`src/rtl/gray4_framebuffer_scanout_macros.svh`:
```
// assertion macros used by the rtl file gfs_ctrl.sv
`ifndef GRAY4_FRAMEBUFFER_SCANOUT_MACROS_SVH
`define GRAY4_FRAMEBUFFER_SCANOUT_MACROS_SVH

// antecedent implies consequent in the same cycle
`define ASSERT_IMPL(label, ante, cons) \
  label: assert property (@(posedge clk) disable iff (!rst_n) (ante) |-> (cons)) \
    else $error("gray4 framebuffer assertion failed");

// antecedent implies consequent in the following cycle
`define ASSERT_NEXT(label, ante, cons) \
  label: assert property (@(posedge clk) disable iff (!rst_n) (ante) |=> (cons)) \
    else $error("gray4 framebuffer assertion failed");

`endif

```
`src/rtl/gfs_pkg.sv`:
```
// shared types and constants of the grayscale framebuffer scanout
`default_nettype none
package gfs_pkg;

  localparam int PANEL_WIDTH_DEF  = 304;
  localparam int PANEL_HEIGHT_DEF = 96;

  localparam int CMD_BYTES = 4;
  localparam int ROW_W     = 7;

  // input beat operation codes
  localparam logic OP_WRITE   = 1'b0;
  localparam logic OP_REFRESH = 1'b1;

  // positions of the command bytes inside a row
  localparam int POS_PAGE   = 0;
  localparam int POS_ROW    = 1;
  localparam int POS_COL_HI = 2;
  localparam int POS_COL_LO = 3;

  localparam logic [7:0] CMD_PAGE    = 8'hB0;
  localparam logic [7:0] CMD_COL_HI  = 8'h10;
  localparam logic [3:0] GRAY_MAX    = 4'hF;
  localparam logic [7:0] OFFSET_RST  = 8'd20;

  typedef enum logic [2:0] {
    ST_CLEAR,
    ST_IDLE,
    ST_WR_RD,
    ST_WR_WB,
    ST_EM_RD,
    ST_EM_LOAD
  } state_t;

  typedef struct packed {
    logic clr_step;
    logic capture;
    logic wr_rd;
    logic wr_wb;
    logic em_rd;
    logic em_load;
  } cmd_t;

  typedef struct packed {
    logic clr_done;
    logic out_free;
  } status_t;

endpackage
`default_nettype wire

```
`src/rtl/gfs_ctrl.sv`:
```
// sequencing state machine: clearing pass, pixel read-modify-write, stream byte
`default_nettype none
`include "gray4_framebuffer_scanout_macros.svh"
module gfs_ctrl (
  input  wire logic            clk,
  input  wire logic            rst_n,
  input  wire logic            in_valid,
  input  wire logic            in_op,
  output logic                 in_ready,
  input  wire gfs_pkg::status_t sts,
  output gfs_pkg::cmd_t        cmd
);

  gfs_pkg::state_t state_r, state_nxt;
  logic            refresh_op;

  assign refresh_op = (in_op == gfs_pkg::OP_REFRESH);

  always_ff @(posedge clk) begin
    if (!rst_n) begin
      state_r <= gfs_pkg::ST_CLEAR;
    end else begin
      state_r <= state_nxt;
    end
  end

  always_comb begin
    state_nxt = state_r;
    case (state_r)
      gfs_pkg::ST_CLEAR: begin
        if (sts.clr_done) state_nxt = gfs_pkg::ST_IDLE;
      end
      gfs_pkg::ST_IDLE: begin
        if (in_valid) state_nxt = refresh_op ? gfs_pkg::ST_EM_RD : gfs_pkg::ST_WR_RD;
      end
      gfs_pkg::ST_WR_RD:   state_nxt = gfs_pkg::ST_WR_WB;
      gfs_pkg::ST_WR_WB:   state_nxt = gfs_pkg::ST_IDLE;
      gfs_pkg::ST_EM_RD:   state_nxt = gfs_pkg::ST_EM_LOAD;
      gfs_pkg::ST_EM_LOAD: begin
        if (sts.out_free) state_nxt = gfs_pkg::ST_IDLE;
      end
      default:             state_nxt = gfs_pkg::ST_CLEAR;
    endcase
  end

  always_comb begin
    cmd      = '0;
    in_ready = 1'b0;
    case (state_r)
      gfs_pkg::ST_CLEAR:   cmd.clr_step = 1'b1;
      gfs_pkg::ST_IDLE: begin
        in_ready    = 1'b1;
        cmd.capture = in_valid;
      end
      gfs_pkg::ST_WR_RD:   cmd.wr_rd = 1'b1;
      gfs_pkg::ST_WR_WB:   cmd.wr_wb = 1'b1;
      gfs_pkg::ST_EM_RD:   cmd.em_rd = 1'b1;
      gfs_pkg::ST_EM_LOAD: cmd.em_load = sts.out_free;
      default:             cmd = '0;
    endcase
  end

  `ASSERT_IMPL(a_no_accept_in_clear, state_r == gfs_pkg::ST_CLEAR, !in_ready)
  `ASSERT_IMPL(a_load_needs_room, cmd.em_load, sts.out_free)
  `ASSERT_NEXT(a_emit_reads_next, in_valid && in_ready && refresh_op, state_r == gfs_pkg::ST_EM_RD)
  `ASSERT_NEXT(a_wb_follows_read, state_r == gfs_pkg::ST_WR_RD, cmd.wr_wb)

endmodule
`default_nettype wire

```
`config.mk`:
```
export PLATFORM = sky130hd
export DESIGN_NAME = gfs_ctrl
export DESIGN_NICKNAME = d
export VERILOG_FILES = /design/src/rtl/gfs_pkg.sv /design/src/rtl/gfs_ctrl.sv
export VERILOG_INCLUDE_DIRS = /design/src /design/src/rtl
export SDC_FILE = /design/constraint.sdc
export NUM_CORES = 1
export LEC_CHECK = 0
export ABC_CLOCK_PERIOD_IN_PS = 1200
export BUFFER_PORTS_ARGS = -buffer_cell sky130_fd_sc_hd__buf_4
export CAP_MARGIN = 40
export CORE_AREA = 2 2 39 41
export DETAILED_ROUTE_END_ITERATION = 8
export DIE_AREA = 0 0 41 43
export PLACE_DENSITY = 0.41
export SYNTH_ARGS = -nofsm -noshare
export SYNTH_HDL_FRONTEND = slang
export SYNTH_SLANG_ARGS = --single-unit
```
`constraint.sdc`:
```
create_clock -name clk -period 1.2 [get_ports clk]
set_input_delay 0.12 -clock clk [delete_from_list [all_inputs] [get_ports clk]]
set_output_delay 0.12 -clock clk [all_outputs]
set_load 0.01 [all_outputs]
```
==> results of run 1 <==
[power by group through the flow]
stage | Sequential (µW) | Combinational, µW | Clock, µW
after global placement | 125 | 80.3 | 0
after detailed placement | 125 | 79.6 | 0
after global routing | 126 | 86.9 | 195
after floorplan | 112 | 59.3 | 0
final | 123 | 78.5 | 175
after CTS | 125 | 79.8 | 187
[critical path, stage by stage (launching register included)]
cell	delay, ps
dfxtp_2	430
and3b_2	210
buf_4	110
[per-layer routing]
metal / routed length [µm] / part of all wire
met3: 32 / 0.057
met4: 0 / 0
met2: 292 / 0.52
met1: 235 / 0.42
met5: 0 / 0
[synthesized netlist by cell type (all sizes together) (2+ instances only)]
| cell type | n |
|---|---|
| nand2b | 2 |
| nor3b | 2 |
| nor2 | 4 |
| nand2 | 3 |
| a21oi | 2 |
| or2b | 2 |
| buf | 2 |
| dfxtp | 3 |
[worst paths after layout]
| check | start | endpoint | slack, ps |
|---|---|---|---|
| min reg2reg | state_r[1] | state_r[0] | 570 |
| min | rst_n | state_r[0] | 130 |
| max | state_r[0] | cmd[2] | 100 |
| max reg2reg | state_r[2] | state_r[1] | 230 |
[cell type report]
class | instances | area [µm²] | share of cell area
multi-input cells | 22 | 149 | 0.419
repair buffers | 12 | 90.1 | 0.254
flip-flops and latches | 3 | 66.3 | 0.187
well taps | 16 | 20.0 | 0.0563
clock buffers | 4 | 26.3 | 0.0739
inverters | 1 | 3.75 | 0.0106
[logic make-up (layout without fill, tap and decap cells)]
family / after synthesis / count (layout) / synth area share
AOI/OAI and AO/OA: 4 / 4 / 0.122
buffers and inverters: 3 / 17 / 0.112
DFF: 3 / 3 / 0.255
muxes: 1 / 1 / 0.0426
and+or+nand+nor: 17 / 17 / 0.468
[metrics by stage]
stage          utilization  instance area [µm²]
6_report             0.257                  355
2_1_floorplan            -                  235
3_5_place_dp         0.233                  323
3_3_place_gp         0.233                  323
5_1_grt              0.257                  355
4_1_cts              0.254                  352
==> results.txt, run 1 <==
Outcome: complete, no violations
First DRT Iteration DRCs: 5
Worst R2R Path Depth: 3
Warnings, synthesis: 0
Kind of capture point of the worst setup path: output pin
Number of instances in the synthesized netlist: 28
Die Y: 43 µm
Worst EP required: 1080 ps
Power per unit of standard cell area: 1060 mW/mm²
Switching power share of the total: 0.260
Most common cell after layout, fill and taps aside: buf_4
Main area contributors after synthesis: dfxtp_1 (26%), buf_6 (9.6%), nor2_1 (6.4%)
CTS-repair resized insts: 2
Count of standard-cell rows: 14
Count of port buffers added during placement: 12
Number of global-route vias before repair: 228
Most common flop cell mapped by yosys: dfxtp_1
Level count of the clock H-tree: 1
Post-detailed-placement half-perimeter wirelength: 422 µm
Residual DRC: 0
Final number of max-transition violations: 0
Met2 track demand over resource in global routing: 0.122
Number of antenna violations at the first check in global routing: 0
Setup_tns: 0 ps
Final worst hold slack: 130 ps
Hold Fails Final Rpt: 0
Yosys top cell area share: 0.255
Routing usage on met3: 0.0314
Hold Path Stages: 3
ANT nets after route: 0
Share of cells above drive strength 1: 0.548
Pre-CTS setup slack: 112 ps
Maximum clock frequency: 913 MHz
Synthesized flop and latch total: 3
Internal power contribution: 279 µW
Pre-Repair DR Iteration Count: 4
Dominant cell type by area after synthesis: dfxtp_1
Relative slew slack: 0.862
Arrival @ worst endpoint: 980 ps
Sequential share of power: 0.327
Clock network fraction of total power: 0.464
Final Critical Period: 1100 ps
Final standard cell count with taps included and fillers excluded: 58
Buffers inserted by post-CTS timing repair: 0
# setup viols final: 0
Global router's overall resource usage: 0.0872
Number of fill cells: 161
Post-CTS Hold Buffers: 0
Avg WL per Cell: 9.66 µm
Placer's final routability congestion estimate: 0.598
Post-Syn Area per Cell: 8.40 µm²
RSZ-0062 raised after global routing: false
CTS tree: yes
Sequential share of the synthesized area: 0.255
Area Growth Syn to Fin: 51.1%
Max reg flops: 3
IO Count: 13
Setup crit start kind: flop
Die boundary width: 41 µm
Count of flip-flops with a built-in enable after synthesis: 0
Largest net degree at the start of global routing: 13
Register with the most flip-flops: state_r
TritonCTS Buffers: 3
Leading registers by flop count: state_r x3
Final setup slack of the worst path: 105 ps
Initial core utilization: 0.170
Clock Latency Late Sink: 230 ps
Worst-Margin Slew: 207 ps
Leakage: 0.000157 µW
Fraction of the cycle the final worst path needs: 0.913
Peak ir drop on the vdd network: 0.368 mV
Combined area of all synthesized cells: 235 µm²
CP max FO: 9
WL final: 560 µm
Diodes inserted: 0
Die outline area: 0.00176 mm²
Most frequent cells in the layout: buf_4 (12), nor2_1 (4), nand2_1 (3), clkbuf_4 (3)
Clock transition at the registers of the reported paths: 30 ps
Most crowded layer after global routing: met2
Sum of overflow across all layers after global routing: 0
Post-layout total power: 377 µW
Relative contribution of combinational cells to total power: 0.208
Startpoint-to-endpoint class of the critical path: reg2out
Number of buffers on the longest clock path: 2
Net switching power figure: 98.2 µW
Count of placed standard cells including taps: 54
Core region area: 0.00138 mm²
M1 GR Usage: 0.105
Synth async-reset ratio: 0
Clock sink total: 3
Worst min-delay path class: in2reg
# nets final: 49
Wire length of the first global-routing pass: 1.02 mm
Skew final: 5.09 ps
Max capacitance violation total: 0
Via total after detailed routing: 229
Root Buffer: clkbuf_4
Number of distinct library cell variants in the gate-level netlist after synthesis: 19
Nets in the synthesized netlist: 34
Detailed-route vias per instance: 3.95
No activity file was read; power rests on OpenSTA's default activity.
==> inputs of run 2 (changes only) <==
--- a/config.mk
+++ b/config.mk
@@ -6,7 +6,7 @@
 export SDC_FILE = /design/constraint.sdc
 export NUM_CORES = 1
 export LEC_CHECK = 0
-export ABC_CLOCK_PERIOD_IN_PS = 1200
+export ABC_CLOCK_PERIOD_IN_PS = 1300
 export BUFFER_PORTS_ARGS = -buffer_cell sky130_fd_sc_hd__buf_4
 export CAP_MARGIN = 40
 export CORE_AREA = 2 2 39 41
==> constraint.sdc (replaced) <==
create_clock -name clk -period 1.3 [get_ports clk]
set_input_delay 0.13 -clock clk [delete_from_list [all_inputs] [get_ports clk]]
set_output_delay 0.13 -clock clk [all_outputs]
set_load 0.01 [all_outputs]
==> run 2 against run 1 <==
Effect of this change:
- sequential power decreased by 7%
- critical path type unchanged
- cell area is 1.1% lower
- clock skew hardly changed
- sequential cell count stayed put
- register-to-register slack improved by 80 ps
- highest routed layer unchanged
- count of clock-buffer cells in the layout unchanged
- utilization is 0.27 points lower
- first-iteration DRC count unchanged
- non-clock buffer count is the same
==> results.txt, run 2 (synthesized netlist as in run 1, its figures left out) <==
Outcome: complete, no violations
Relative slew slack: 0.830 (-0.0318)
Final number of max-transition violations: 0 (unchanged)
Pre-Repair DR Iteration Count: 4 (unchanged)
Number of antenna violations at the first check in global routing: 0 (unchanged)
RSZ-0062 raised after global routing: false
Peak ir drop on the vdd network: 0.338 mV (-8.1%)
Diodes inserted: 0 (unchanged)
Die Y: 43 µm (unchanged)
Area Growth Syn to Fin: 49.5%
Post-CTS Hold Buffers: 0 (unchanged)
TritonCTS Buffers: 3 (unchanged)
Clock sink total: 3 (unchanged)
Setup_tns: 0 ps (unchanged)
Count of standard-cell rows: 14 (unchanged)
Hold Fails Final Rpt: 0 (unchanged)
# nets final: 49 (unchanged)
Post-detailed-placement half-perimeter wirelength: 422 µm (unchanged)
# setup viols final: 0 (unchanged)
CP max FO: 9 (unchanged)
Residual DRC: 0 (unchanged)
FF-to-FF setup slack: 310 ps (+80 ps)
Hold Path Stages: 3 (unchanged)
Worst R2R Path Depth: 3 (unchanged)
Most frequent cells in the layout: buf_4 (12), nor2_1 (4), nand2_1 (3), clkbuf_4 (3)
First DRT Iteration DRCs: 5 (unchanged)
Maximum clock frequency: 841 MHz
Largest net degree at the start of global routing: 13 (unchanged)
Placer's final routability congestion estimate: 0.598 (unchanged)
Worst EP required: 1170 ps (+90 ps)
Via total after detailed routing: 231 (+0.87%)
Number of global-route vias before repair: 228 (unchanged)
Count of port buffers added during placement: 12 (unchanged)
Worst min-delay path class: in2reg
Final design utilization: 0.254 (-0.00271)
Clock transition at the registers of the reported paths: 40 ps (about the same)
Fraction of the cycle the final worst path needs: 0.915
Core region area: 0.00138 mm² (unchanged)
Arrival @ worst endpoint: 1060 ps (+80 ps)
Startpoint-to-endpoint class of the critical path: reg2out
Number of buffers on the longest clock path: 2 (unchanged)
Worst flop-to-flop path startpoint: state_r[2]
Clock Latency Late Sink: 230 ps (about the same)
Leading registers by flop count: state_r x3
CTS-repair resized insts: 0 (-2)
ANT nets after route: 0 (unchanged)
Buffers inserted by post-CTS timing repair: 0 (unchanged)
WL final: 560 µm (unchanged)
Skew final: 5.16 ps (+0.0742 ps)
Reg-to-reg critical path endpoint: state_r[1]
Hold-critical path endpoint: state_r[0]
Most common cell after layout, fill and taps aside: buf_4
Die outline area: 0.00176 mm² (unchanged)
Detailed-route vias per instance: 3.98 (+0.87%)
Final Critical Period: 1190 ps
Power per unit of standard cell area: 992 mW/mm² (-6.4%)
Level count of the clock H-tree: 1 (unchanged)
Die boundary width: 41 µm (unchanged)
Hold wc startpoint: rst_n
Initial core utilization: 0.170 (unchanged)
Sum of overflow across all layers after global routing: 0 (unchanged)
CTS tree: yes
Max reg flops: 3 (unchanged)
Kind of capture point of the worst setup path: output pin
Post-layout total power: 349 µW (-7.4%)
Root Buffer: clkbuf_4
Worst-Margin Slew: 254 ps (+47.3 ps)
Share of cells above drive strength 1: 0.524 (-0.0238)
Register with the most flip-flops: state_r
Wire length of the first global-routing pass: 1.02 mm (unchanged)
Setup crit start kind: flop
Global router's overall resource usage: 0.0872 (unchanged)
IO Count: 13 (unchanged)
Leakage: 0.000156 µW (-0.49%)
Avg WL per Cell: 9.66 µm (unchanged)
Max capacitance violation total: 0 (unchanged)
[run 2: per-layer routing]
layer  up-vias  global-route usage  wire (µm)
met4         0              0.0600          0
met5         -                   0          0
met1       103               0.105        233
met2         6               0.122        294
li1        122                   -          -
met3         0              0.0314         32
[run 2: power by group]
part | leakage, µW | internal (µW) | switching, µW
Clock | 0.0000150 | 115 | 46.6
Sequential | 0.0000253 | 99.4 | 15.5
Combinational | 0.000116 | 43.9 | 28.6
[run 2: through the flow]
stage               instances  setup WS (ps)  hold slack (ps)  area (µm²)
finish                     58            111              142         352
detailed placement         54            212              388         323
floorplan                  28            394              246         235
global placement           54            220              386         323
global route               58           14.3              157         352
CTS                        58           19.7              145         349
[run 2: worst max path at each step]
stage / depth (start not counted) / start / endpoint
CTS: 2 / state_r[0] / cmd[2]
floorplan: 2 / state_r[2] / cmd[1]
detailed placement: 3 / state_r[2] / state_r[1]
global route: 3 / state_r[1] / in_ready
finish: 3 / state_r[1] / in_ready
global placement: 3 / state_r[2] / state_r[1]
[run 2: final cells by class]
class | instances | area (µm²)
repair buffers | 12 | 90.1
clock buffers | 4 | 26.3
inverters | 1 | 3.75
fillers | 162 | 1030
multi-input cells | 22 | 149
flip-flops and latches | 3 | 62.6
well taps | 16 | 20.0
[run 2: critical path: stages, from the launching register on]
cell and delay (ps):
dfxtp_1 450, nand2b_4 200, nor2_1 40, buf_4 140
==> inputs of run 3 (changes only) <==
--- a/config.mk
+++ b/config.mk
@@ -10,9 +10,11 @@
 export BUFFER_PORTS_ARGS = -buffer_cell sky130_fd_sc_hd__buf_4
 export CAP_MARGIN = 40
 export CORE_AREA = 2 2 39 41
+export CTS_CLUSTER_SIZE = 8
 export DETAILED_ROUTE_END_ITERATION = 8
 export DIE_AREA = 0 0 41 43
 export PLACE_DENSITY = 0.41
+export SETUP_SLACK_MARGIN = 0.2
 export SYNTH_ARGS = -nofsm -noshare
 export SYNTH_HDL_FRONTEND = slang
 export SYNTH_SLANG_ARGS = --single-unit
==> run 3 against run 2 <==
Effect of this change:
- die area stayed put
- via count up 9.5%
- sequential cell count did not move
- register-to-register slack hardly changed
- count of clock-buffer cells in the layout unchanged
- sequential power is essentially flat
- final cell count up 3.4%
- wire length rose by 11%
- critical path type unchanged
- highest routed layer unchanged
==> results.txt, run 3 (synthesized netlist as in run 1, its figures left out) <==
Fraction of the cycle the final worst path needs: 0.853 (-0.0615)
Hold wc startpoint: rst_n
Most common cell after layout, fill and taps aside: buf_4
Final Critical Period: 1110 ps (-79.9 ps)
Crit path largest cell delay: 350 ps (-100 ps)
Worst flop-to-flop path startpoint: state_r[2]
Number of buffers on the longest clock path: 2 (unchanged)
Leakage: 0.000168 µW (+7.8%)
Detailed-route vias per instance: 4.22 (+5.9%)
Peak ir drop on the vdd network: 0.347 mV (+2.7%)
Avg WL per Cell: 10.3 µm (+7.0%)
Number of antenna violations at the first check in global routing: 0 (unchanged)
Die boundary width: 41 µm (unchanged)
Max capacitance violation total: 0 (unchanged)
First DRT Iteration DRCs: 0 (-5)
Sum of overflow across all layers after global routing: 0 (unchanged)
Initial core utilization: 0.170 (unchanged)
CTS tree: yes
Final worst hold slack: 152 ps (+9.20 ps)
Die Y: 43 µm (unchanged)
IO Count: 13 (unchanged)
Number of global-route vias before repair: 269 (+18%)
Post-CTS Hold Buffers: 0 (unchanged)
Diodes inserted: 0 (unchanged)
Core region area: 0.00138 mm² (unchanged)
Clock sink total: 3 (unchanged)
Relative slew slack: 0.889 (+0.0587)
Hold-critical path endpoint: state_r[0]
# setup viols final: 0 (unchanged)
Area Growth Syn to Fin: 65.4%
Global router's overall resource usage: 0.0932 (+0.00601)
TritonCTS Buffers: 3 (unchanged)
Setup crit start kind: flop
Outcome: complete, no violations
RSZ-0062 raised after global routing: true
Clock Latency Late Sink: 230 ps (about the same)
Level count of the clock H-tree: 1 (unchanged)
Arrival @ worst endpoint: 980 ps (-80 ps)
Post-detailed-placement half-perimeter wirelength: 422 µm (unchanged)
ANT nets after route: 0 (unchanged)
Wire length of the first global-routing pass: 1.10 mm (+8.1%)
Worst path top cell family by delay: flip-flops
Power per unit of standard cell area: 915 mW/mm² (-7.8%)
Count of standard-cell rows: 14 (unchanged)
Maximum clock frequency: 901 MHz (+7.2%)
Pre-Repair DR Iteration Count: 1 (-3)
Register with the most flip-flops: state_r
Largest net degree at the start of global routing: 11 (-2)
Number of buffers and inverters on the critical path: 1 (unchanged)
Critical path, cell by cell: nand2b_4 -> nor2_1 -> buf_4
Reg-to-reg critical path endpoint: state_r[2]
Startpoint-to-endpoint class of the critical path: reg2out
Hold Fails Final Rpt: 0 (unchanged)
Most frequent cells in the layout: buf_4 (13), nand2_1 (3), clkbuf_4 (3), dfxtp_4 (3)
Setup_tns: 0 ps (unchanged)
Share of cells above drive strength 1: 0.636 (+0.113)
Worst min-delay path class: in2reg
Leading registers by flop count: state_r x3
Worst-Margin Slew: 166 ps (-88.0 ps)
Kind of capture point of the worst setup path: output pin
# nets final: 51 (+4.1%)
Worst EP required: 1170 ps (about the same)
Standard cell with the maximum stage delay on the critical path: dfxtp_4
Max reg flops: 3 (unchanged)
Die outline area: 0.00176 mm² (unchanged)
Residual DRC: 0 (unchanged)
Count of port buffers added during placement: 12 (unchanged)
WL final: 620 µm (+11%)
Via total after detailed routing: 253 (+9.5%)
CP max FO: 6 (-3)
Root Buffer: clkbuf_4
FF-to-FF setup slack: 320 ps (about the same)
Clock transition at the registers of the reported paths: 40 ps (about the same)
Final number of max-transition violations: 0 (unchanged)
Placer's final routability congestion estimate: 0.598 (unchanged)
Skew final: 5.05 ps (-0.114 ps)
Hold Path Stages: 3 (unchanged)
Worst R2R Path Depth: 3 (unchanged)
-- run 3: changes by cell type in the layout (fill, tap and decap cells not counted), sizes merged --
cell  change
buf       +2
-- run 3: worst max-delay path by stage --
stage	startpoint	endpoint	slack, ps	cells after the start
final	state_r[1]	cmd[4]	190	3
after global routing	state_r[1]	cmd[4]	150	3
after CTS	state_r[2]	cmd[4]	190	3
after global placement	state_r[2]	state_r[1]	220	3
after detailed placement	state_r[2]	state_r[1]	210	3
after floorplan	state_r[2]	cmd[1]	390	2
-- run 3: worst reg2reg max path, cell delays in order, from the launching register on --
cell and delay (ps):
dfxtp_4 370, buf_4 140, a31oi_1 110, and4bb_2 240
-- run 3: per-layer routing --
layer	GRT usage	share of wire	vias to the layer above
met4	0.0600	0	0
met3	0.0314	0.053	0
met2	0.144	0.57	6
met1	0.102	0.37	119
met5	0	0	-
li1	-	-	128
-- run 3: per-stage QoR --
step	setup WS, ps	power, µW	utilization	std cells	cell area [µm²]
floorplan	394	158	-	28	235
global placement	220	190	0.233	54	323
detailed placement	212	189	0.233	54	323
CTS	191	361	0.269	60	372
global route	153	384	0.281	60	389
finish	191	356	0.281	60	389
-- run 3: repair_timing --
item                                    CTS  global route
resized for setup                         6             4
pin swaps                                 0             1
endpoints found under the setup margin    8             6
setup buffers                             2             0
hold endpoints to repair                  0             0
-- run 3: layout make-up --
type                    count  area (µm²)
clock buffers               4        26.3
fillers                   166         995
inverters                   1        3.75
multi-input cells          22         166
flip-flops and latches      3        71.3
well taps                  16        20.0
repair buffers             14         101
-- run 3: power by group --
group	total, µW	switching (µW)	internal, µW
clock	161	46.5	115
sequential	112	15.3	96.7
combinational	82.9	33.7	49.2
total	356	95.5	261
